==> src/design/bmbs_pkg.sv <==
// Shared types and constants for the balanced multi-bank stack.
// Depends on nothing; imported by every module of the block.
`timescale 1ns / 1ps
`default_nettype none

package bmbs_pkg;

  localparam int MaxBanksDefault  = 8;
  localparam int BankDepthDefault = 1024;

  localparam int WordW   = 32;
  localparam int StatusW = 2;
  localparam int BankOutW = 3;
  localparam int BanksInUseW = 4;

  // result status codes
  localparam logic [StatusW-1:0] StDone  = 2'd0;
  localparam logic [StatusW-1:0] StFull  = 2'd1;
  localparam logic [StatusW-1:0] StEmpty = 2'd2;
  localparam logic [StatusW-1:0] StLimit = 2'd3;

  // configuration register indexes
  localparam logic RegBanksInUse = 1'b0;
  localparam logic RegItemLimit  = 1'b1;

  // request codes
  localparam logic ModePush = 1'b0;
  localparam logic ModePop  = 1'b1;

  typedef enum logic [3:0] {
    StateIdle   = 4'b0001,
    StateScan   = 4'b0010,
    StateDecide = 4'b0100,
    StatePopOut = 4'b1000
  } state_e;

  // control from the sequencer to the bank selector
  typedef struct packed {
    logic load;    // take the current bank as the first candidate
    logic step;    // compare the current bank against the best so far
    logic is_pop;  // pop keeps the fullest bank, push the emptiest
  } sel_ctrl_t;

endpackage

`default_nettype wire

==> src/design/bmbs_select.sv <==
// Bank selector: one shared comparator that walks the bank fill counts,
// one bank per cycle, and keeps the best bank. Depends on bmbs_pkg.
`timescale 1ns / 1ps
`default_nettype none

module bmbs_select
  import bmbs_pkg::*;
#(
  parameter int MAX_BANKS  = MaxBanksDefault,
  parameter int BANK_DEPTH = BankDepthDefault,
  localparam int BankW = (MAX_BANKS > 1) ? $clog2(MAX_BANKS) : 1,
  localparam int CntW  = $clog2(BANK_DEPTH + 1)
) (
  input  wire logic             clk_i,
  input  wire logic             rst_ni,
  input  wire sel_ctrl_t        ctrl_i,
  input  wire logic [BankW-1:0] idx_i,
  input  wire logic [CntW-1:0]  cnt_i,
  output logic      [BankW-1:0] best_idx_o,
  output logic      [CntW-1:0]  best_cnt_o
);

  logic [BankW-1:0] best_idx_q, best_idx_d;
  logic [CntW-1:0]  best_cnt_q, best_cnt_d;
  logic             better;

  // strict compare: ties keep the lower index already held
  assign better = ctrl_i.is_pop ? (cnt_i > best_cnt_q) : (cnt_i < best_cnt_q);

  always_comb begin
    best_idx_d = best_idx_q;
    best_cnt_d = best_cnt_q;
    if (ctrl_i.load) begin
      best_idx_d = idx_i;
      best_cnt_d = cnt_i;
    end else if (ctrl_i.step && better) begin
      best_idx_d = idx_i;
      best_cnt_d = cnt_i;
    end
  end

  always_ff @(posedge clk_i or negedge rst_ni) begin
    if (!rst_ni) begin
      best_idx_q <= '0;
      best_cnt_q <= '0;
    end else begin
      best_idx_q <= best_idx_d;
      best_cnt_q <= best_cnt_d;
    end
  end

  assign best_idx_o = best_idx_q;
  assign best_cnt_o = best_cnt_q;

endmodule

`default_nettype wire

==> config.mk <==
export PLATFORM = sky130hd
export DESIGN_NAME = bmbs_select
export DESIGN_NICKNAME = d
export VERILOG_FILES = /design/src/design/bmbs_pkg.sv /design/src/design/bmbs_select.sv
export SDC_FILE = /design/constraint.sdc
export NUM_CORES = 1
export LEC_CHECK = 0
export ABC_AREA = 1
export BUFFER_PORTS_ARGS = -buffer_cell sky130_fd_sc_hd__buf_2
export CAP_MARGIN = 20
export CELL_PAD_IN_SITES_DETAIL_PLACEMENT = 0
export CELL_PAD_IN_SITES_GLOBAL_PLACEMENT = 1
export CORE_MARGIN = 5
export CORE_UTILIZATION = 36
export CTS_CLUSTER_SIZE = 10
export DETAILED_ROUTE_END_ITERATION = 10
export GPL_ROUTABILITY_DRIVEN = 1
export GPL_TIMING_DRIVEN = 0
export MAX_ROUTING_LAYER = met4
export PLACE_DENSITY = 0.81
export SKIP_LAST_GASP = 1
export SLEW_MARGIN = 20
export SYNTH_ARGS = -nofsm -noshare
export SYNTH_HDL_FRONTEND = slang
export SYNTH_SLANG_ARGS = --single-unit
export TNS_END_PERCENT = 30
==> constraint.sdc <==
create_clock -name clk_i -period 3.7 [get_ports clk_i]
set_input_delay 1.11 -clock clk_i [delete_from_list [all_inputs] [get_ports clk_i]]
set_output_delay 1.11 -clock clk_i [all_outputs]
set_load 0.02 [all_outputs]
==> results by group <==
Synthesis
  • Synth Register Bits: 14
  • Cells after synthesis: 118
  • Sequential area share after synthesis: 38.7%
  • Synth top area cells: dfrtp_1, nand2_1, ha_1, nand3_1, inv_1
  • Synthesized area per cell: 7.68 um2
  • Synth Net Count: 148
  • Ys Warns: 0
  • Yosys top cell area share: 38.7%
  • Mapped cell area: 906 um2
  • Synth unique cells: 16
  • Yosys top cell by area: dfrtp_1

Timing
  • Setup TNS: 0 ns
  • Endpoints failing hold: 0
  • Max Fclk: 0.429 GHz
  • Slew headroom: 77.9%
  • Slew Viols, Final: 0
  • Unrepaired setup endpoints after global routing: no
  • Tmin final: 2.33 ns
  • Final Setup Violations: 0
  • Final Cycle Share: 63.0%
  • Clock skew: about 0.006 ns
  • Worst-Margin Slew: between 0.3 and 0.4 ns

Hold path
  • Min-Delay Path Class: register to register
  • HP Start: best_idx_o[1]$_DFFE_PN0P_
  • Hold Path Depth: 2
  • Hold Path End: best_idx_o[1]$_DFFE_PN0P_

Detailed routing
  • Via count: 850
  • Detailed Route Iter0 Violations: 33
  • Vias per std cell: roughly 4.6
  • Post-route DRC: 0
  • DRT antenna net count: 0
  • DRT Pass-1 Iters: 4
  • Drt wl/cell: between 10 and 15 um
  • Total routed wirelength: 2170 um

Clocking
  • CTS buffer count: 3
  • Maximum clock path buffer count: 2
  • CTS Sinks: 14
  • Clock-pin slew on the worst setup and hold paths: 0.09 ns
  • CTS root buf: clkbuf_4
  • CTS HTree Levels: 1
  • Hold_buf cts: 0
  • Clk_lat worst skew: 0.28 ns
  • CTS tree: yes
  • CTS resizes: 0
  • Post-CTS Setup Bufs: 0

Place
  • GPL Wtd Cong: approximately 0.78
  • DP Area: 1100 um2
  • Port bufs: 32
  • HPWL after detailed placement: 1740 um

Setup path
  • Reg2Reg Depth: 11
  • CP max FO: 10
  • Worst R2R Setup Slack: 1.88 ns
  • Crit Reg-Reg Startpoint: best_cnt_o[10]$_DFFE_PN0P_
  • Slowest cell on crit path: ha_1
  • Setup crit start kind: input pin
  • Top cell by count, worst path: nand2_1
  • Critical path class: input pin to register
  • CP arrival: 2.51 ns
  • Required time of the critical path: 3.88 ns
  • Max incr delay on CP: 0.30 ns
  • CP endpoint kind: register
  • Cell Chain, Critical Path: buf_2 > ha_1 > nand2_1 > inv_2 > a21oi_1 > nand4_1 > nand3_4 > nand2_4 > buf_6 > nand2_1 > nand2_1
  • Reg-to-reg critical path endpoint: best_cnt_o[8]$_DFFE_PN0P_

Global route
  • Largest net degree at the start of global routing: 15
  • Number of global-route vias before repair: 855
  • Initial antenna violation count: 0
  • Total GRT Usage: 13.5%
  • Gr ovfl total: 0
  • First-pass GRT wire length: around 3600 um

Floorplan
  • Std-Cell Rows: 18
  • I/O pins: 33
  • Die Wd: 60.2 um
  • Die H: 60.2 um
  • Core Region: 2430 um2
  • Die footprint: 3620 um2
  • Initial core utilization: a little under two fifths

Final layout
  • Commonest cells after routing, fill and taps aside: nand2_1, buf_2, inv_1
  • Fin util: 46.9%
  • Layout cell share with drive strength beyond 1: 28.6%
  • Leading cell type in the layout, fill and taps excluded: nand2_1
  • Area Growth Syn to Fin: 25.8%
  • Final instance area: 1140 um2
  • Final net count: 185
  • Fillers: 260
  • Ant. Diodes: 0

Run status
  • Status: finished clean

Power and ir drop
  • VDD IR max: 246 uV
  • Power density cells: approximately 400 nW/um2
  • Static Leak: 0.707 nW

Job
  • Max-cap violation count: 0
final cells by class:
class	count	area, um2	share of cell area, %
clock buffers	4	36.3	3.18
well taps	30	37.5	3.29
multi-input cells	81	457	40.1
repair buffers	32	160	14.1
inverters	20	75.1	6.59
flip-flops and latches	14	350	30.7
plain buffers	3	23.8	2.09
worst max-delay path by stage:
stage / from / end / slack, ns / cells past startpoint
2_1_floorplan: cnt_i[10] / best_cnt_o[0]$_DFFE_PN0P_ / 1.34 / 10
3_3_place_gp: cnt_i[10] / best_cnt_o[5]$_DFFE_PN0P_ / 1.11 / 11
3_5_place_dp: cnt_i[10] / best_cnt_o[8]$_DFFE_PN0P_ / 1.06 / 11
4_1_cts: cnt_i[10] / best_cnt_o[10]$_DFFE_PN0P_ / 1.35 / 11
5_1_grt: cnt_i[10] / best_cnt_o[10]$_DFFE_PN0P_ / 1.24 / 11
6_report: cnt_i[10] / best_cnt_o[8]$_DFFE_PN0P_ / 1.37 / 11
power breakdown:
group	switching, mW	internal, mW
clock	0.0531	0.0599
sequential	0.0153	0.173
combinational	0.103	0.0617
total	0.172	0.295
logic make-up (layout without fill, tap and decap cells):
| logic type | after synthesis | in the layout | synth area share [%] |
|---|---|---|---|
| buffers and inverters | 23 | 59 | 10.9 |
| adders and majority gates | 11 | 11 | 15.2 |
| DFF | 14 | 14 | 38.7 |
| and+or+nand+nor | 66 | 66 | 33.0 |
| AOI/OAI and AO/OA | 4 | 4 | 2.21 |
synthesized netlist by cell type, drive strengths merged:
library cell,instances
nand2,46
inv,20
nand3,17
dfrtp,14
ha,11
a21oi,3
buf,3
nand4,2
nor2,1
o21ai,1
state kept, by name, indices dropped and copies added, names as in the netlist:
register / flops
best_cnt_o: 11
best_idx_o: 3
critical path: cells and delay by family:
family | cells | cell delay, ns
buf+inv | 3 | 0.30
simple gates | 6 | 0.61
fa+ha+maj | 1 | 0.30
compound gates | 1 | 0.19
layer usage:
metal | vias up | track usage (%) | routed length, um
li1 | 441 | - | -
met1 | 378 | 16.3 | 975
met2 | 29 | 22.5 | 1010
met3 | 2 | 3.46 | 179
met4 | 0 | 2.85 | 7
met5 | - | - | 0
metrics by stage:
stage          setup WS [ns]  hold WS (ns)  power (mW)  std cells
4_1_cts                 1.35         0.517       0.471        184
2_1_floorplan           1.34         0.616       0.300        118
3_5_place_dp            1.06         0.493       0.359        180
5_1_grt                 1.24         0.552       0.499        184
3_3_place_gp            1.11         0.492       0.353        180
6_report                1.37         0.515       0.467        184
Note: power is estimated with default switching activity, not from simulation.
